$ cat src/rtl/podi_pkg.sv
// Shared constants, types and the arctangent table of the planar odometry integrator.
package podi_pkg;

    // CORDIC setup
    localparam int CORDIC_ITERATIONS = 14;
    localparam int ATAN_LEN          = 24;
    localparam int CORDIC_N          = (CORDIC_ITERATIONS < ATAN_LEN) ?
                                       CORDIC_ITERATIONS : ATAN_LEN;
    localparam logic [4:0] CORDIC_LAST = 5'(CORDIC_N - 1);

    // Q5.30 angle during reduction, and CORDIC datapath word
    typedef logic signed [35:0] angle_t;
    typedef logic signed [33:0] cs_t;

    localparam angle_t PI_Q30          = 36'sd3373259426;
    localparam angle_t NEG_PI_Q30      = -36'sd3373259426;
    localparam angle_t TWO_PI_Q30      = 36'sd6746518852;
    localparam angle_t HALF_PI_Q30     = 36'sd1686629713;
    localparam angle_t NEG_HALF_PI_Q30 = -36'sd1686629713;
    localparam cs_t    GAIN_Q30        = 34'sd652032874;

    // Heading wrap in Q3.12
    localparam logic signed [33:0] PI_Q12     = 34'sd12868;
    localparam logic signed [33:0] NEG_PI_Q12 = -34'sd12868;
    localparam logic signed [33:0] TWO_PI_Q12 = 34'sd25736;
    localparam logic signed [33:0] HEAD_MAX   = 34'sd32767;
    localparam logic signed [33:0] HEAD_MIN   = -34'sd32768;

    // Rounding offsets and divisors
    localparam logic signed [49:0] RND_RATE    = 50'sd131072;
    localparam logic signed [63:0] RND_STEP    = 64'sd8000;
    localparam logic signed [63:0] RND_HEADING = 64'sd500;
    localparam int DEN_W = 14;
    localparam logic [DEN_W-1:0] DEN_STEP    = 14'd16000;
    localparam logic [DEN_W-1:0] DEN_HEADING = 14'd1000;

    // Divider: quotient bits resolved per cycle
    localparam int DIV_STEPS  = 4;
    localparam int DIV_CYCLES = 32 / DIV_STEPS;
    localparam int DIV_CNT_W  = $clog2(DIV_CYCLES);
    localparam logic [DIV_CNT_W-1:0] DIV_LAST = DIV_CNT_W'(DIV_CYCLES - 1);

    localparam logic signed [31:0] INT32_MAX = 32'sh7FFFFFFF;
    localparam logic signed [31:0] INT32_MIN = 32'sh80000000;

    // Configuration register indexes
    localparam logic [7:0] CFG_DEFAULT_STEP = 8'd0;
    localparam logic [7:0] CFG_MAX_GAP      = 8'd1;

    // Truncated Q2.30 arctangent of 2^-i
    function automatic logic [31:0] atan_q30(input logic [4:0] idx);
        logic [31:0] val;
        case (idx)
            5'd0:    val = 32'h3243F6A8;
            5'd1:    val = 32'h1DAC6705;
            5'd2:    val = 32'h0FADBAFC;
            5'd3:    val = 32'h07F56EA6;
            5'd4:    val = 32'h03FEAB76;
            5'd5:    val = 32'h01FFD55B;
            5'd6:    val = 32'h00FFFAAA;
            5'd7:    val = 32'h007FFF55;
            5'd8:    val = 32'h003FFFEA;
            5'd9:    val = 32'h001FFFFD;
            5'd10:   val = 32'h000FFFFF;
            5'd11:   val = 32'h0007FFFF;
            5'd12:   val = 32'h0003FFFF;
            5'd13:   val = 32'h0001FFFF;
            5'd14:   val = 32'h0000FFFF;
            5'd15:   val = 32'h00007FFF;
            5'd16:   val = 32'h00003FFF;
            5'd17:   val = 32'h00001FFF;
            5'd18:   val = 32'h00000FFF;
            5'd19:   val = 32'h000007FF;
            5'd20:   val = 32'h000003FF;
            5'd21:   val = 32'h000001FF;
            5'd22:   val = 32'h000000FF;
            5'd23:   val = 32'h0000007F;
            default: val = 32'h00000000;
        endcase
        return val;
    endfunction

endpackage

$ cat src/rtl/podi_cordic.sv
// Iterative CORDIC: cosine and sine of a Q3.12 heading, one rotation per cycle.
module podi_cordic import podi_pkg::*; (
    input  logic               aclk,
    input  logic               aresetn,
    input  logic               start,
    input  logic signed [15:0] head,
    output logic               done,
    output cs_t                cos_q30,
    output cs_t                sin_q30
);

    typedef enum logic [4:0] {
        C_IDLE = 5'b00001,
        C_RED  = 5'b00010,
        C_FOLD = 5'b00100,
        C_ITER = 5'b01000,
        C_OUT  = 5'b10000
    } cstate_t;

    cstate_t     state_reg;
    angle_t      ang_reg;
    logic        red_cnt_reg;
    logic        flip_reg;
    cs_t         x_reg, y_reg, z_reg;
    logic [4:0]  iter_reg;
    cs_t         cos_reg, sin_reg;
    logic        done_reg;

    cs_t x_sh, y_sh, atan_val;

    // Floor shifts and table value for the current rotation
    always_comb begin
        x_sh     = x_reg >>> iter_reg;
        y_sh     = y_reg >>> iter_reg;
        atan_val = $signed({2'b00, atan_q30(iter_reg)});
    end

    // Sequencer: two wrap passes, quadrant fold, rotations, sign fix
    always_ff @(posedge aclk) begin
        if (!aresetn) begin
            state_reg <= C_IDLE;
            done_reg  <= 1'b0;
        end else begin
            done_reg <= 1'b0;
            unique case (state_reg)
                C_IDLE: begin
                    if (start) begin
                        ang_reg     <= angle_t'(head) <<< 18;
                        red_cnt_reg <= 1'b0;
                        state_reg   <= C_RED;
                    end
                end
                C_RED: begin
                    if (ang_reg > PI_Q30) begin
                        ang_reg <= ang_reg - TWO_PI_Q30;
                    end else if (ang_reg < NEG_PI_Q30) begin
                        ang_reg <= ang_reg + TWO_PI_Q30;
                    end
                    red_cnt_reg <= 1'b1;
                    if (red_cnt_reg) begin
                        state_reg <= C_FOLD;
                    end
                end
                C_FOLD: begin
                    if (ang_reg > HALF_PI_Q30) begin
                        z_reg    <= 34'(ang_reg - PI_Q30);
                        flip_reg <= 1'b1;
                    end else if (ang_reg < NEG_HALF_PI_Q30) begin
                        z_reg    <= 34'(ang_reg + PI_Q30);
                        flip_reg <= 1'b1;
                    end else begin
                        z_reg    <= 34'(ang_reg);
                        flip_reg <= 1'b0;
                    end
                    x_reg     <= GAIN_Q30;
                    y_reg     <= '0;
                    iter_reg  <= '0;
                    state_reg <= C_ITER;
                end
                C_ITER: begin
                    if (!z_reg[33]) begin
                        x_reg <= x_reg - y_sh;
                        y_reg <= y_reg + x_sh;
                        z_reg <= z_reg - atan_val;
                    end else begin
                        x_reg <= x_reg + y_sh;
                        y_reg <= y_reg - x_sh;
                        z_reg <= z_reg + atan_val;
                    end
                    iter_reg <= iter_reg + 5'd1;
                    if (iter_reg == CORDIC_LAST) begin
                        state_reg <= C_OUT;
                    end
                end
                C_OUT: begin
                    cos_reg   <= flip_reg ? -x_reg : x_reg;
                    sin_reg   <= flip_reg ? -y_reg : y_reg;
                    done_reg  <= 1'b1;
                    state_reg <= C_IDLE;
                end
                default: state_reg <= C_IDLE;
            endcase
        end
    end

    assign done    = done_reg;
    assign cos_q30 = cos_reg;
    assign sin_q30 = sin_reg;

endmodule

$ cat config.mk
export PLATFORM = sky130hd
export DESIGN_NAME = podi_cordic
export DESIGN_NICKNAME = d
export VERILOG_FILES = /design/src/rtl/podi_pkg.sv /design/src/rtl/podi_cordic.sv
export SDC_FILE = /design/constraint.sdc
export NUM_CORES = 1
export LEC_CHECK = 0
export ABC_AREA = 1
export BUFFER_PORTS_ARGS = -buffer_cell sky130_fd_sc_hd__buf_2
export CAP_MARGIN = 25
export CORE_MARGIN = 2
export CORE_UTILIZATION = 52
export DETAILED_ROUTE_END_ITERATION = 12
export MAX_ROUTING_LAYER = met4
export PLACE_DENSITY_LB_ADDON = 0.25
export SETUP_SLACK_MARGIN = 0.05
export SYNTH_ARGS = -nofsm -noshare
export SYNTH_HDL_FRONTEND = slang
export SYNTH_SLANG_ARGS = --single-unit
export TNS_END_PERCENT = 10
$ cat constraint.sdc
create_clock -name aclk -period 18.81 [get_ports aclk]
set_input_delay 1.881 -clock aclk [delete_from_list [all_inputs] [get_ports aclk]]
set_output_delay 1.881 -clock aclk [all_outputs]
set_load 0.01 [all_outputs]
After elaboration in Yosys (flattened, before gate mapping). Memories as Yosys holds them, arrays and structs flattened. A register that Yosys moved wholly into a read port is not among the register bits. Cells that the tools add are included.

Order comparisons: 4. Reduce and logical (&&, ||, !) cells: 8. Eq/ne operators: 10. Muxes and demuxes: 24. Shift-type cells: 2. Add/sub/neg operators: 13.

Operator list (count): two-way mux 34 bit (7); one-hot mux 34 bit (2 select lines) (3); two-way mux 36 bit (3); one-hot mux 36 bit (2 select lines) (1); adder 34 bit (2); negator 34 bit (2); >>> shifter 34 x 5 -> 34 bit (2); subtractor 34 bit (2); adder 36 x 34 -> 36 bit (second input constant) (1); > comparator 36 x 32 -> 1 bit (second input constant) (1); > comparator 36 x 33 -> 1 bit (second input constant) (1); less-than comparator 36 x 32 -> 1 bit (second input constant) (1); less-than comparator 36 x 33 -> 1 bit (second input constant) (1); subtractor 36 x 34 -> 36 bit (second input constant) (1); adder 34 x 33 -> 34 bit (1); adder 34 x 33 -> 34 bit (second input constant) (1); subtractor 34 x 33 -> 34 bit (1); subtractor 34 x 33 -> 34 bit (second input constant) (1); two-way mux 5 bit (4); one-hot mux 5 bit (4 select lines) (1); == test 5 x 4 -> 1 bit (second input constant) (2); one-hot mux 5 bit (2 select lines) (1); inequality test 2 bit (second input constant) (3); AND reduction 2 bit (3); other kinds (11) (15).

Bits in registers: 219. Bits in read-only memories: 960. Input port bits: 19. Memories: 1.

Memory list: (no name shown) (depth 32, bits a word 30, rd ports 1, clocked after Yosys merged registers in 1, write ports 0, RTL line podi_pkg.sv:53) `case (idx)`.

Longest topological paths before layout.
Depth in word-level cells: 4. Gate-level depth with buffers: 37.

Worst setup path after synthesis. Ideal clock, no wire load.

Path kind: input to register. From: in aresetn. To: reg cos_reg[0] (netlist: cos_q30[0]), enable pin. Path slack: 9.640 ns. Arrival: 8.508 ns. Stages: 2. Path buffers: 0. Cell sequence: inv_1 -> nor4_1.

Cells in the longest elaborated chain, start to end: 1.

Ends and longest elaborated chain: start, declared (RTL line podi_cordic.sv:4) `input logic aresetn,`; AND reduction 2 bit (no line); end signal, assigned (RTL line podi_cordic.sv:96) `cos_reg <= flip_reg ? -x_reg : x_reg;`; end, declared (RTL line podi_cordic.sv:26) `cs_t cos_reg, sin_reg;`.

No other way between the ends. A chain may end at the register's enable or synchronous reset.

Worst setup path after layout.
From: reg iter_reg[1]. To: reg y_reg[32] (data pin).

Cells in the longest elaborated chain, start to end: 4. Elaborated cells on any way between the ends: 5. Classes of those cells: 2 x add/sub; 1 x shift; 2 x mux.

Ends and longest elaborated chain: start, declared (RTL line podi_cordic.sv:25) `logic [4:0] iter_reg;`; start signal, assigned (RTL line podi_cordic.sv:90) `iter_reg <= iter_reg + 5'd1;`; >>> shifter 34 x 5 -> 34 bit * (RTL line podi_cordic.sv:33) `x_sh = x_reg >>> iter_reg;`; adder 34 bit / subtractor 34 bit (equally long branches) (RTL line podi_cordic.sv:83, podi_cordic.sv:87); two-way mux 34 bit * (RTL line podi_cordic.sv:81) `if (!z_reg[33]) begin`; one-hot mux 34 bit (2 select lines) * (RTL line podi_cordic.sv:45) `unique case (state_reg)`; end signal, assigned (RTL line podi_cordic.sv:83) `y_reg <= y_reg + x_sh;`; end signal, assigned (RTL line podi_cordic.sv:87) `y_reg <= y_reg - x_sh;`; end, declared (RTL line podi_cordic.sv:24) `cs_t x_reg, y_reg, z_reg;`.

Every way passes the cells marked *; elsewhere a longest branch is shown, timed or not.

==> run_results.csv <==
group,metric,value,unit
route,drt-initial-drc-count,2632,
route,drc,0,
placement,dp.final_hpwl,65.57,mm
worst_setup_path,crit_path_max_fanout,70,
global_route,antenna_found_initial,0,
route,avgViaCountPerCell,5.671,
logic_synthesis,synth-seq-area-share,26.29,%
cells_and_area,final_common_cell,"nand2_1",
sta,tightest_slew,1032,ps
pwr,p_sw,690.7,µW
pwr,p_per_area,64.89,nW/µm²
worst_setup_path,required,19160,ps
sta,setup_tns,0,ps
global_route,grt_usage,31.49,%
pwr,p_clk_share,32.5,%
pwr,pwr-share-seq,35.7,%
global_route,grt_remaining_overflow,0,
pwr,p_int,1.164,mW
clocking,cts_max_level,1,
worst_hold_path,hold_class,"register to register",
floorplan,die_x,231.2,µm
cells_and_area,layout_common_cells,"nand2_1, inv_1, nor2_1, nand3_1, a21oi_1",
global_route,grt_pass1_wl,131.4,mm
clocking,ctsResizeCount,0,
logic_synthesis,ys_ff_latch,247,
route,ant_nets,0,
route,first_pass_iters,5,
logic_synthesis,netlist.area_leader.share,23.61,%
floorplan,start_util,52.42,%
floorplan,row_count,83,
sta,relSlewSlack,31.12,%
global_route,grt_pass1_vias,24650,
global_route,grt_start_max_net_pins,80,
worst_setup_path,max_stage_delay,820,ps
worst_setup_path,path_class,"register to register",
route,vias,27200,
clocking,cts_root_buf,"clkbuf_16",
sta,finalSetupViolations,0,
sta,finalCriticalPeriod,5924,ps
logic_synthesis,yosys_warnings,0,
clocking,path_clk_slew,70,ps
route,top_layer,"met4",
cells_and_area,drive_above_1_share,8.890,%
cells_and_area,antennaDiodeCount,0,
worst_setup_path,crit_top_cell,"nand2_1",
worst_setup_path,crit_arrival,6280,ps
clocking,cts_buffers,30,
route,met2_wirelength,39.57,mm
clocking,clk-insertion-delay-late,590,ps
route,drt-total-wl,83.78,mm
floorplan,design.core.area,51200,µm²
route,wl_per_cell,17.47,µm
logic_synthesis,async_flop_share,0,%
cells_and_area,area_growth,6.490,%
worst_setup_path,endpoint_kind,"register",
logic_synthesis,syn_inst,4088,
sta,finalHoldViolations,0,
clocking,cts_tree,"built",
floorplan,pin_count,88,
logic_synthesis,synthesis.area,26840,µm²
pwr,swShare,37.25,%
run_status,status,"complete, no violations",
logic_synthesis,avgSynthCellArea,6.565,µm²
route,wl_met3,5.247,mm
worst_setup_path,start_kind,"register",
clocking,cts-hold-fix-buffers,0,
pwr,p_leak,13.19,nW
logic_synthesis,synth_area_leaders,"edfxtp_1, nand2_1, ha_1",
clocking,post_cts_buffers,0,
logic_synthesis,synth_edf_count,211,
logic_synthesis,netlist-cell-type-count,73,
flow_run,drv_cap,0,
pwr,combPwrFrac,31.8,%
sta,fin_crit_sh,31.49,%
worst_setup_path,slowest_stage,"inv_2",
route,met1Wirelength,35.59,mm
placement,numPortBuffers,87,
cells_and_area,final_nets,4249,
placement,gp_congestion,1.049,
sta,rsz0062_at_grt,"no",
sta,skew,20.11,ps
sta,max_freq,168.8,MHz
logic_synthesis,synth_nets,4244,
pwr,vdd_drop_max,0.00008300,V
floorplan,die-area,53440,µm²
floorplan,fp.dieH,231.2,µm
logic_synthesis,synthFlopType,"edfxtp_1",
clocking,cts.sink_count,247,
clocking,cts_max_path_buffers,3,
sta,maxSlewViolCount,0,
logic_synthesis,yosys.area.top_type,"edfxtp_1",
pwr,finalPower,1.854,mW
-- cell type report --
type                       count  area, µm²
clock buffer                  44      885.9
clock inverter                12      131.4
fill                        5170      22620
inverter                     474       1793
multi-input combinational   3229      17250
sequential                   247       7057
tap                          680      850.8
timing repair buffer         111      615.6
-- synthesized netlist by cell type, types with 17 or more instances --
| cell type | number |
|---|---|
| nand3_1 | 312 |
| a21o_1 | 22 |
| o211ai_1 | 30 |
| o21ai_1 | 108 |
| nand4_1 | 39 |
| inv_2 | 41 |
| xor2_1 | 148 |
| clkbuf_1 | 51 |
| o21ai_2 | 24 |
| buf_1 | 17 |
| nor2_2 | 24 |
| xnor2_1 | 38 |
| nor3_1 | 51 |
| inv_1 | 424 |
| nor2_1 | 334 |
| a31oi_1 | 28 |
| nor4_1 | 28 |
| nand2_1 | 1134 |
| dfxtp_1 | 36 |
| edfxtp_1 | 211 |
| a21oi_1 | 290 |
| o21ai_0 | 271 |
| buf_2 | 35 |
| nand2_2 | 32 |
| ha_1 | 134 |
-- metrics by stage --
step | std cells | cell area [µm²] | worst slack (ps) | hold WS [ps] | util [%]
floorplan | 4088 | 26840 | 9640 | 451.9 | -
global placement | 4741 | 27560 | 13190 | 504.6 | 53.83
detailed placement | 4741 | 27560 | 13100 | 520.1 | 53.83
CTS | 4797 | 28580 | 13070 | 529.0 | 55.82
global route | 4797 | 28580 | 12320 | 574.7 | 55.82
finish | 4797 | 28580 | 12890 | 535.1 | 55.82
-- power groups by stage --
stage	combinational (mW)	clock (mW)	sequential (mW)
floorplan	0.464	0	0.651
global route	0.663	0.634	0.664
detailed placement	0.581	0	0.672
global placement	0.576	0	0.673
finish	0.590	0.603	0.662
CTS	0.584	0.610	0.661
-- critical path, delay by kind of cell, from the launching register on --
kind / cells / cell delay, ps
xor gates and xnor gates: 1 / 160
DFF: 1 / 350
adders and majority gates: 2 / 520
AOI/OAI and AO/OA: 9 / 2130
buffers and inverters: 4 / 1330
and+or+nand+nor: 11 / 1160
-- metal layers --
layer / track usage, % / vias to the layer above
met1: 39.75 / 12320
met4: 11.25 / 0
li1: - / 13690
met5: - / -
met2: 52.52 / 1013
met3: 3.174 / 183
-- final timing paths --
path                         startpoint                         to  slack [ps]  depth (start not counted)
setup / recovery  iter_reg[1]$_DFFE_PP_    y_reg[32]$_SDFFCE_PN0P_       12890                         27
hold / removal    red_cnt_reg$_DFFE_PP_  state_reg[1]$_SDFFE_PN0P_         540                          2
setup reg to reg  iter_reg[1]$_DFFE_PP_    y_reg[32]$_SDFFCE_PN0P_       12890                         27
hold reg to reg   red_cnt_reg$_DFFE_PP_  state_reg[1]$_SDFFE_PN0P_         540                          2
-- logic make-up after synthesis --
group | count (synthesis) | synth area share (%)
AO/OA/AOI/OAI | 862 | 18.05
flip-flops | 247 | 26.29
XOR/XNOR | 186 | 6.070
adder cells (fa/ha/maj) | 137 | 6.471
multiplexers | 2 | 0.07460
AND/OR/NAND/NOR | 2042 | 33.48
buffers and inverters | 612 | 9.562
Power figures use the tool's default switching activity.
