$ cat src/rtl/podi_pkg.sv
// Shared constants, types and the arctangent table of the planar odometry integrator.
package podi_pkg;

    // CORDIC setup
    localparam int CORDIC_ITERATIONS = 14;
    localparam int ATAN_LEN          = 24;
    localparam int CORDIC_N          = (CORDIC_ITERATIONS < ATAN_LEN) ?
                                       CORDIC_ITERATIONS : ATAN_LEN;
    localparam logic [4:0] CORDIC_LAST = 5'(CORDIC_N - 1);

    // Q5.30 angle during reduction, and CORDIC datapath word
    typedef logic signed [35:0] angle_t;
    typedef logic signed [33:0] cs_t;

    localparam angle_t PI_Q30          = 36'sd3373259426;
    localparam angle_t NEG_PI_Q30      = -36'sd3373259426;
    localparam angle_t TWO_PI_Q30      = 36'sd6746518852;
    localparam angle_t HALF_PI_Q30     = 36'sd1686629713;
    localparam angle_t NEG_HALF_PI_Q30 = -36'sd1686629713;
    localparam cs_t    GAIN_Q30        = 34'sd652032874;

    // Heading wrap in Q3.12
    localparam logic signed [33:0] PI_Q12     = 34'sd12868;
    localparam logic signed [33:0] NEG_PI_Q12 = -34'sd12868;
    localparam logic signed [33:0] TWO_PI_Q12 = 34'sd25736;
    localparam logic signed [33:0] HEAD_MAX   = 34'sd32767;
    localparam logic signed [33:0] HEAD_MIN   = -34'sd32768;

    // Rounding offsets and divisors
    localparam logic signed [49:0] RND_RATE    = 50'sd131072;
    localparam logic signed [63:0] RND_STEP    = 64'sd8000;
    localparam logic signed [63:0] RND_HEADING = 64'sd500;
    localparam int DEN_W = 14;
    localparam logic [DEN_W-1:0] DEN_STEP    = 14'd16000;
    localparam logic [DEN_W-1:0] DEN_HEADING = 14'd1000;

    // Divider: quotient bits resolved per cycle
    localparam int DIV_STEPS  = 4;
    localparam int DIV_CYCLES = 32 / DIV_STEPS;
    localparam int DIV_CNT_W  = $clog2(DIV_CYCLES);
    localparam logic [DIV_CNT_W-1:0] DIV_LAST = DIV_CNT_W'(DIV_CYCLES - 1);

    localparam logic signed [31:0] INT32_MAX = 32'sh7FFFFFFF;
    localparam logic signed [31:0] INT32_MIN = 32'sh80000000;

    // Configuration register indexes
    localparam logic [7:0] CFG_DEFAULT_STEP = 8'd0;
    localparam logic [7:0] CFG_MAX_GAP      = 8'd1;

    // Truncated Q2.30 arctangent of 2^-i
    function automatic logic [31:0] atan_q30(input logic [4:0] idx);
        logic [31:0] val;
        case (idx)
            5'd0:    val = 32'h3243F6A8;
            5'd1:    val = 32'h1DAC6705;
            5'd2:    val = 32'h0FADBAFC;
            5'd3:    val = 32'h07F56EA6;
            5'd4:    val = 32'h03FEAB76;
            5'd5:    val = 32'h01FFD55B;
            5'd6:    val = 32'h00FFFAAA;
            5'd7:    val = 32'h007FFF55;
            5'd8:    val = 32'h003FFFEA;
            5'd9:    val = 32'h001FFFFD;
            5'd10:   val = 32'h000FFFFF;
            5'd11:   val = 32'h0007FFFF;
            5'd12:   val = 32'h0003FFFF;
            5'd13:   val = 32'h0001FFFF;
            5'd14:   val = 32'h0000FFFF;
            5'd15:   val = 32'h00007FFF;
            5'd16:   val = 32'h00003FFF;
            5'd17:   val = 32'h00001FFF;
            5'd18:   val = 32'h00000FFF;
            5'd19:   val = 32'h000007FF;
            5'd20:   val = 32'h000003FF;
            5'd21:   val = 32'h000001FF;
            5'd22:   val = 32'h000000FF;
            5'd23:   val = 32'h0000007F;
            default: val = 32'h00000000;
        endcase
        return val;
    endfunction

endpackage

$ cat src/rtl/podi_div.sv
// Floor division of a signed numerator by a small constant divisor, saturated to 32 bits.
module podi_div import podi_pkg::*; (
    input  logic               aclk,
    input  logic               aresetn,
    input  logic               start,
    input  logic signed [63:0] num,
    input  logic [DEN_W-1:0]   den,
    output logic               done,
    output logic signed [31:0] quo
);

    logic                 busy_reg;
    logic [DIV_CNT_W-1:0] cnt_reg;
    logic                 neg_reg, ovf_reg;
    logic [DEN_W-1:0]     den_reg;
    logic [DEN_W-1:0]     rem_reg;
    logic [31:0]          lo_reg;
    logic [31:0]          q_reg;
    logic signed [31:0]   quo_reg;
    logic                 done_reg;

    logic [63:0]          mag;
    logic                 ovf_start;
    logic [DEN_W:0]       trial;
    logic [DEN_W-1:0]     rem_next;
    logic [DIV_STEPS-1:0] qbits;
    logic [31:0]          q_next;
    logic signed [31:0]   quo_next;

    // Negative numerators divide their complement: floor(n/d) = ~(~n / d)
    always_comb begin
        mag       = num[63] ? ~num : num;
        ovf_start = mag[63:31] >= 33'(den);
    end

    // Restoring long division, several quotient bits per cycle
    always_comb begin
        rem_next = rem_reg;
        qbits    = '0;
        trial    = '0;
        for (int j = 0; j < DIV_STEPS; j++) begin
            trial = {rem_next, lo_reg[31-j]};
            if (trial >= {1'b0, den_reg}) begin
                rem_next               = DEN_W'(trial - {1'b0, den_reg});
                qbits[DIV_STEPS-1-j] = 1'b1;
            end else begin
                rem_next = trial[DEN_W-1:0];
            end
        end
        q_next = {q_reg[31-DIV_STEPS:0], qbits};
        if (ovf_reg) begin
            quo_next = neg_reg ? INT32_MIN : INT32_MAX;
        end else begin
            quo_next = neg_reg ? $signed(~q_next) : $signed(q_next);
        end
    end

    always_ff @(posedge aclk) begin
        if (!aresetn) begin
            busy_reg <= 1'b0;
            done_reg <= 1'b0;
        end else begin
            done_reg <= 1'b0;
            if (start) begin
                neg_reg  <= num[63];
                ovf_reg  <= ovf_start;
                den_reg  <= den;
                rem_reg  <= mag[32+DEN_W-1:32];
                lo_reg   <= mag[31:0];
                q_reg    <= '0;
                cnt_reg  <= '0;
                busy_reg <= 1'b1;
            end else if (busy_reg) begin
                rem_reg <= rem_next;
                lo_reg  <= lo_reg << DIV_STEPS;
                q_reg   <= q_next;
                cnt_reg <= cnt_reg + DIV_CNT_W'(1);
                if (cnt_reg == DIV_LAST) begin
                    busy_reg <= 1'b0;
                    done_reg <= 1'b1;
                    quo_reg  <= quo_next;
                end
            end
        end
    end

    assign done = done_reg;
    assign quo  = quo_reg;

endmodule
$ cat config.mk
export PLATFORM = sky130hd
export DESIGN_NAME = podi_div
export DESIGN_NICKNAME = d
export VERILOG_FILES = /design/src/rtl/podi_pkg.sv /design/src/rtl/podi_div.sv
export SDC_FILE = /design/constraint.sdc
export NUM_CORES = 1
export LEC_CHECK = 0
export ABC_CLOCK_PERIOD_IN_PS = 9350
export BUFFER_PORTS_ARGS = -buffer_cell sky130_fd_sc_hd__buf_2
export CAP_MARGIN = 40
export CORE_ASPECT_RATIO = 2
export CORE_MARGIN = 2
export CORE_UTILIZATION = 40
export DETAILED_ROUTE_END_ITERATION = 16
export PLACE_DENSITY = 0.71
export SETUP_SLACK_MARGIN = 0.5
export SLEW_MARGIN = 20
export SYNTH_ARGS = -nofsm -noshare
export SYNTH_HDL_FRONTEND = slang
export SYNTH_SLANG_ARGS = --single-unit
$ cat constraint.sdc
create_clock -name aclk -period 9.35 [get_ports aclk]
set_input_delay 0.4675 -clock aclk [delete_from_list [all_inputs] [get_ports aclk]]
set_output_delay 0.4675 -clock aclk [all_outputs]
set_load 0.01 [all_outputs]
# Word level (Yosys, flattened, before mapping)
# Cells that the tools add are included.
[op_classes]
bitwise_logic = 5
muxes = 22
order_cmp = 5
n_addsub = 5
n_eq_ne = 1
n_reduce_logical = 5
[op_table]
columns = ["operator", "count"]
rows = [
  ["32-bit two-way mux", 5],
  ["14-bit two-way mux", 6],
  ["64-bit two-way mux", 1],
  ["64-bit inverter", 1],
  ["15-bit by 14-bit greater-or-equal comparator with 1-bit output", 4],
  ["14-bit subtractor", 4],
  ["33-bit by 14-bit greater-or-equal comparator with 1-bit output", 1],
  ["32-bit inverter", 1],
  ["28-bit two-way mux", 1],
  ["1-bit two-way mux", 8],
  ["2-bit AND reduction", 2],
  ["4-bit AND reduction", 1],
  ["3-bit by 1-bit adder with 3-bit output (second input constant)", 1],
  ["3-bit == test (second input constant)", 1],
  ["3-bit two-way mux", 1],
  ["1-bit inverter", 3],
  ["3-bit OR reduction", 1],
  ["2-bit nonzero test", 1],
]
[word_totals]
out_inout_bits = 33
ff_bits = 127
input_bits = 81
elab_cells = 53

# Depth between registers and ports, before layout
# Gate-level depths: netlist (run 1).
[depth]
depth_word = 11
ltp_mapped = 46
mapped_depth_nobuf = 42

# Worst setup path before layout (run 1)
# Ideal clock, no wire load.
[synth_path]
path_kind = "reg-to-reg"
start = "register den_reg[1]"
end = "register rem_reg[11], data pin"
synth_period_minus_slack_ns = 9.256
path_buffers = 5
setup_slack_ns = 0.094
path_stages_with_launch = 40
t_arrival_ns = 9.123
setup_ns = 0.133
cell_sequence = "edfxtp_1 -> inv_1 -> ha_1 -> nor2b_1 -> o31a_1 -> o211ai_2 -> a21boi_4 -> a31oi_4 -> buf_2 -> mux2_2 -> ha_1 -> a21oi_1 -> nand3_1 -> o21ai_0 -> o21ai_0 -> a221o_2 -> or2_1 -> buf_2 -> (+4 left out) -> or4_1 -> o2111a_1 -> o21a_1 -> a21oi_2 -> o211ai_2 -> buf_2 -> mux2i_1 -> mux2_4 -> ha_1 -> nand2_1 -> o21bai_1 -> a31oi_1 -> a21oi_1 -> o21ai_0 -> a2111oi_0 -> or4_1 -> a211oi_1 -> a311o_1"
[synth_between]
elab_chain_cells = 10
word_cells_on_any_way = 14
classes_between = "add/sub (4); order compare (4); mux (6)"
[synth_lines]
columns = ["item", "line_no", "rtl"]
rows = [
  ["from (decl)", "podi_div.sv:15", "logic [DEN_W-1:0] den_reg;"],
  ["from (signal assigned)", "podi_div.sv:67", "den_reg <= den;"],
  ["14-bit subtractor or 15-bit by 14-bit greater-or-equal comparator with 1-bit output (tied branches)", "podi_div.sv:44, podi_div.sv:43", ""],
  ["14-bit two-way mux", "podi_div.sv:43", "if (trial >= {1'b0, den_reg}) begin"],
  ["14-bit subtractor or 15-bit by 14-bit greater-or-equal comparator with 1-bit output (tied branches)", "podi_div.sv:44, podi_div.sv:43", ""],
  ["14-bit two-way mux", "podi_div.sv:43", ""],
  ["14-bit subtractor or 15-bit by 14-bit greater-or-equal comparator with 1-bit output (tied branches)", "podi_div.sv:44, podi_div.sv:43", ""],
  ["14-bit two-way mux", "podi_div.sv:43", ""],
  ["14-bit subtractor or 15-bit by 14-bit greater-or-equal comparator with 1-bit output (tied branches)", "podi_div.sv:44, podi_div.sv:43", ""],
  ["14-bit two-way mux (*)", "podi_div.sv:43", ""],
  ["14-bit two-way mux (*)", "podi_div.sv:73", "end else if (busy_reg) begin"],
  ["14-bit two-way mux (*)", "podi_div.sv:64", "if (start) begin"],
  ["to (signal assigned)", "podi_div.sv:68", "rem_reg <= mag[32+DEN_W-1:32];"],
  ["to (signal assigned)", "podi_div.sv:74", "rem_reg <= rem_next;"],
  ["to (decl)", "podi_div.sv:16", "logic [DEN_W-1:0] rem_reg;"],
]
# Mark *: on every way between the ends. The rest lies on a longest branch, timed or not. The select of a mux whose other input is x is not followed.
# A chain may end at the register's enable or synchronous reset.

# Worst setup path after layout (run 1)
[layout_path]
start = "register rem_reg[0]"
end = "register rem_reg[2], data pin"
[layout_between]
elab_chain_cells = 10
word_cells_on_any_way = 14
classes_between = "add/sub (4); order compare (4); mux (6)"
[layout_lines]
columns = ["item", "line_no"]
rows = [
  ["14-bit subtractor or 15-bit by 14-bit greater-or-equal comparator with 1-bit output (tied branches)", "podi_div.sv:44, podi_div.sv:43"],
  ["14-bit two-way mux (*)", "podi_div.sv:43"],
  ["15-bit by 14-bit greater-or-equal comparator with 1-bit output or 14-bit subtractor (tied branches)", "podi_div.sv:43, podi_div.sv:44"],
  ["14-bit two-way mux (*)", "podi_div.sv:43"],
  ["14-bit subtractor or 15-bit by 14-bit greater-or-equal comparator with 1-bit output (tied branches)", "podi_div.sv:44, podi_div.sv:43"],
  ["14-bit two-way mux (*)", "podi_div.sv:43"],
  ["14-bit subtractor or 15-bit by 14-bit greater-or-equal comparator with 1-bit output (tied branches)", "podi_div.sv:44, podi_div.sv:43"],
  ["14-bit two-way mux (*)", "podi_div.sv:43"],
  ["14-bit two-way mux (*)", "podi_div.sv:73"],
  ["14-bit two-way mux (*)", "podi_div.sv:64"],
]
# Marked as above.

==> results_dict.tcl, run 1 <==
set metrics [dict create \
    status "completed" \
    hpwl_um 20400 \
    clockRootBuffer "clkbuf_16" \
    num_vias 7946 \
    cts_buffer_depth 2 \
    synth_cell_types 74 \
    rr_endpoint "rem_reg[2]" \
    cp_max_fo 8 \
    async_reset_ff_frac 0 \
    wirelength_um 27100 \
    diodes 0 \
    ys.flop_type "edfxtp_1" \
    crit_slowest_cell "or4_1" \
    yosys_register_bits 127 \
    cpPeakStageDelay_ns 0.55 \
    core_area_um2 23200 \
    fin_cells 1413 \
    fmax_mhz 114 \
    yosys_warnings 0 \
    ctsHoldBuffers 0 \
    cp-start-kind "register" \
    overflow 0 \
    setup_viol 0 \
    dr.first_iter.drc_count 449 \
    reg2reg_slack_ns 0.55 \
    place.gp.congestion 0.927 \
    crit_type "reg -> reg" \
    grt_pass1_vias 8116 \
    syn_area_per_cell_um2 10.1 \
    cp.buffers_inverters 7 \
    htree_levels 4 \
    period_needed_ns 8.80 \
    grt_pass1_wl_um 41000 \
    worstSkewPairLatency_ns 0.44 \
    fp-row-count 79 \
    post-route-drc-count 0 \
    syn-num-nets 1097 \
    drive_gt1_frac 0.293 \
    final.setup_skew_ns 0.00668 \
    timing.critical_path.mode_cell "buf_4" \
    wl_per_cell_um 19.2 \
    mostFrequentLayoutCell "edfxtp_1" \
    end_kind "register" \
    clock_sinks 127 \
    ys_seq_area_frac 0.401 \
    maxSlewViolCount 0 \
    die_w_um 113 \
    maxSlewHeadroom 0.460 \
    viasPerCell 5.62 \
    min_period_over_period 0.941 \
    finish.net_count 1274 \
    grt_max_degree 76 \
    hold_violations 0 \
    die-area_um2 25000 \
    cts_buffers 17 \
    mostFrequentLayoutCells "edfxtp_1, buf_2, nor2_1" \
    cap_violations 0 \
    rsz0062_at_grt "true" \
    start_util 0.407 \
    worstPathArrival_ns 9.08 \
    port_buffers 113 \
    synth_edf_count 125 \
    timing.reg2reg.worst_path_depth 38 \
    hold_depth 1 \
    antenna_found_initial 0 \
    path_clk_slew_ns 0.06 \
    min_from "den[8]" \
    die_h_um 221 \
    cp_data_required_time_ns 9.63 \
    cts_tree "yes" \
    hp-class "in -> reg" \
    timing.hold.ws_ns 0.221 \
    r2r-start "rem_reg[0]" \
    syn-instance-count 940 \
    ant_nets 0 \
    synth_area_um2 9460 \
    grtUsageTotal 0.212 \
    io_pins 114 \
    worst_pin_slew_ns 0.810 \
    holdPathEnd "den_reg[8]" \
    cp_top_family "compound AO/OA/AOI/OAI gates" \
    area_delta_synth_final_pct 27.2 \
    placed_cells 1354 \
    first_pass_iters 5 \
]
## metrics by stage
step / util / setup WS, ns / TNS [ns] / area [µm²]
final: 0.518 / 0.548 / 0 / 12000
after global routing: 0.518 / 0.275 / 0 / 12000
after CTS: 0.495 / 0.514 / 0 / 11500
after detailed placement: 0.465 / -0.0441 / -0.0441 / 10800
after global placement: 0.462 / 0.0316 / 0 / 10700
after floorplan: - / 0.479 / 0 / 9600
## metal layers
layer	track usage	part of all wire	vias to the layer above
met5	0	0	-
met2	0.414	0.56	286
met1	0.196	0.33	3781
met3	0.0367	0.041	105
li1	-	-	3774
met4	0.131	0.066	0
## what timing repair did
| action | in CTS | in global routing |
|---|---|---|
| endpoints found under the setup margin | 16 | 16 |
| pin swaps | 2 | 41 |
| gates resized for setup | 13 | 76 |
| buffers inserted | 4 | 23 |
## final cells by class
cell class | count | area (µm²)
clock inverters | 13 | 160
fillers | 2007 | 11200
clock buffers | 19 | 433
repair buffers | 197 | 1300
inverters | 57 | 214
well taps | 283 | 354
multi-input cells | 717 | 5780
flip-flops and latches | 127 | 3790
## cell families after synthesis
group	share of synthesized area
muxes	0.0516
buffers and inverters	0.0402
adders and majority gates	0.104
DFF	0.401
xor gates and xnor gates	0.108
and+or+nand+nor	0.139
AOI/OAI and AO/OA	0.156
## how the worst max path moves through the flow
stage / startpoint / end / slack [ns] / cells past startpoint
after floorplan: den_reg[1] / rem_reg[11] / 0.48 / 43
after global placement: den_reg[12] / rem_reg[1] / 0.03 / 37
after detailed placement: den_reg[12] / rem_reg[1] / -0.04 / 36
after CTS: rem_reg[0] / rem_reg[2] / 0.51 / 38
after global routing: lo_reg[31] / rem_reg[2] / 0.27 / 40
final: rem_reg[0] / rem_reg[2] / 0.55 / 38
## cells in the mapped netlist, drive strengths merged (16+ instances only)
| cell | n | share of area |
|---|---|---|
| nor2 | 99 | 0.040 |
| clkbuf | 21 | 0.0083 |
| o21ai | 37 | 0.020 |
| o21a | 16 | 0.013 |
| ha | 72 | 0.095 |
| nor2b | 40 | 0.026 |
| a21o | 18 | 0.014 |
| buf | 18 | 0.0093 |
| a21oi | 73 | 0.039 |
| mux2i | 30 | 0.032 |
| edfxtp | 125 | 0.40 |
| nand2 | 35 | 0.014 |
| xor2 | 29 | 0.027 |
| inv | 57 | 0.023 |
| mux2 | 16 | 0.020 |
| xnor2 | 88 | 0.081 |
| nand4 | 17 | 0.011 |
Power of run 1 is left out: the tool's default activity adds up to more than one toggle a clock period on the data nets, which glitch-free logic cannot reach.
==> inputs of run 2 (changes only) <==
- ABC_CLOCK_PERIOD_IN_PS: 9350 -> 7900
- CORE_MARGIN: 2 -> 4
- CTS_CLUSTER_SIZE: unset -> 40
- clock period: 9.35 -> 7.9 ns (I/O delays scaled with it)
==> results_dict.tcl, run 2 (same netlist as run 1, synthesis figures left out) <==
set metrics [dict create \
    fin_ws_ns -0.688 \
    die-area_um2 26300 \
    start_util 0.405 \
    fp-row-count 79 \
    hp-class "in -> reg" \
    ctsHoldBuffers 0 \
    worstSkewPairLatency_ns 0.43 \
    port_buffers 113 \
    dp_slack_ns -1.35 \
    busiest_layer "met2" \
    cp-start-kind "register" \
    worstPathArrival_ns 8.74 \
    grtUsageMet1 0.227 \
    dr.first_iter.drc_count 459 \
    grt_pass1_wl_um 46800 \
    antenna_found_initial 2 \
    min_period_over_period 1.09 \
    num_vias 8713 \
    cpPeakStageDelay_ns 0.53 \
    grtUsageTotal 0.236 \
    path_clk_slew_ns 0.06 \
    cts_tree "yes" \
    timing.critical_path.mode_cell "ha_4" \
    hold_violations 0 \
    grt_max_degree 66 \
    end_kind "register" \
    io_pins 114 \
    grt_pass1_vias 9102 \
    worst_pin_slew_ns 0.840 \
    post-route-drc-count 0 \
    cts_buffers 17 \
    fmax_mhz 116 \
    die_w_um 117 \
    cp_data_required_time_ns 8.05 \
    htree_levels 4 \
    wl_per_cell_um 19.3 \
    viasPerCell 5.42 \
    core_area_um2 23300 \
    place.gp.congestion 0.949 \
    ant_nets 0 \
    period_needed_ns 8.59 \
    cap_violations 0 \
    cp_max_fo 8 \
    filler_cell_count 1900 \
    drive_gt1_frac 0.412 \
    use_met3 0.0395 \
    hold_depth 1 \
    reg2reg_slack_ns -0.69 \
    setup_viol 16 \
    status "complete, but fails checks" \
    mostFrequentLayoutCells "buf_4, edfxtp_1, buf_2" \
    overflow 0 \
    clockRootBuffer "clkbuf_16" \
    grt_use_met2 0.437 \
    final.setup_skew_ns 0.0157 \
    placed_cells 1519 \
    maxSlewViolCount 0 \
    maxSlewHeadroom 0.440 \
    min_from "den[4]" \
    hpwl_um 23400 \
    rsz0062_at_grt "true" \
    rr_endpoint "rem_reg[1]" \
    regArea_um2 3790 \
    crit_type "reg -> reg" \
    die_h_um 225 \
    timing.reg2reg.worst_path_depth 38 \
    r2r-start "den_reg[12]" \
    wirelength_um 31000 \
    multi_input_area_um2 6020 \
    violations "negative setup slack" \
    clock_sinks 127 \
    mostFrequentLayoutCell "buf_4" \
    cts_buffer_depth 2 \
    first_pass_iters 5 \
    area_delta_synth_final_pct 44.6 \
    tns_ns -8.89 \
    crit_slowest_cell "or4_4" \
    finish.net_count 1468 \
    holdPathEnd "den_reg[4]" \
    fin_cells 1608 \
]
-- run 2: repair_timing --
action / CTS / global route
hold endpoints to repair: 0 / 0
setup endpoints to repair: 16 / 16
pin swaps: 36 / 41
buffers inserted: 38 / 16
cloned: 1 / 1
gates resized for setup: 61 / 53
-- run 2: area by class of cell --
type / instances / area share
multi-input combinational: 718 / 0.440
inverter: 57 / 0.0156
clock buffer: 19 / 0.0317
timing repair buffer: 390 / 0.201
antenna: 1 / 0.000183
tap: 283 / 0.0259
sequential: 127 / 0.277
clock inverter: 13 / 0.00860
-- run 2: stage by stage --
| step | utilization | instance area, µm² | hold slack, ns |
|---|---|---|---|
| final | 0.586 | 13700 | 0.162 |
| after global routing | 0.586 | 13700 | 0.137 |
| after CTS | 0.568 | 13200 | 0.141 |
| after detailed placement | 0.516 | 12000 | 0.544 |
| after global placement | 0.516 | 12000 | 0.543 |
| after floorplan | - | 9650 | 0.494 |
-- run 2: how the worst max path moves through the flow --
stage | start | end | slack [ns] | depth (start not counted)
2_1_floorplan | den_reg[1] | rem_reg[11] | -0.96 | 43
3_3_place_gp | rem_reg[11] | rem_reg[1] | -1.56 | 36
6_report | den_reg[12] | rem_reg[1] | -0.69 | 38
4_1_cts | rem_reg[11] | rem_reg[0] | -0.67 | 38
5_1_grt | den_reg[12] | rem_reg[1] | -0.90 | 37
3_5_place_dp | lo_reg[31] | rem_reg[1] | -1.35 | 42
-- run 2: per-layer routing --
layer	vias to the layer above	part of all wire	wire, µm
met5	-	0	0
li1	4174	-	-
met3	123	0.031	971
met4	0	0.074	2290
met2	254	0.56	17300
met1	4162	0.34	10500
-- run 2: critical path, delay by kind of cell, from the launching register on --
family,cells,cell delay (ns)
compound gates,22,4.60
simple gates,6,1.32
fa+ha+maj,4,0.81
buf+inv,4,0.59
mux,2,0.58
flops,1,0.40
Power of run 2 is left out for the same reason.
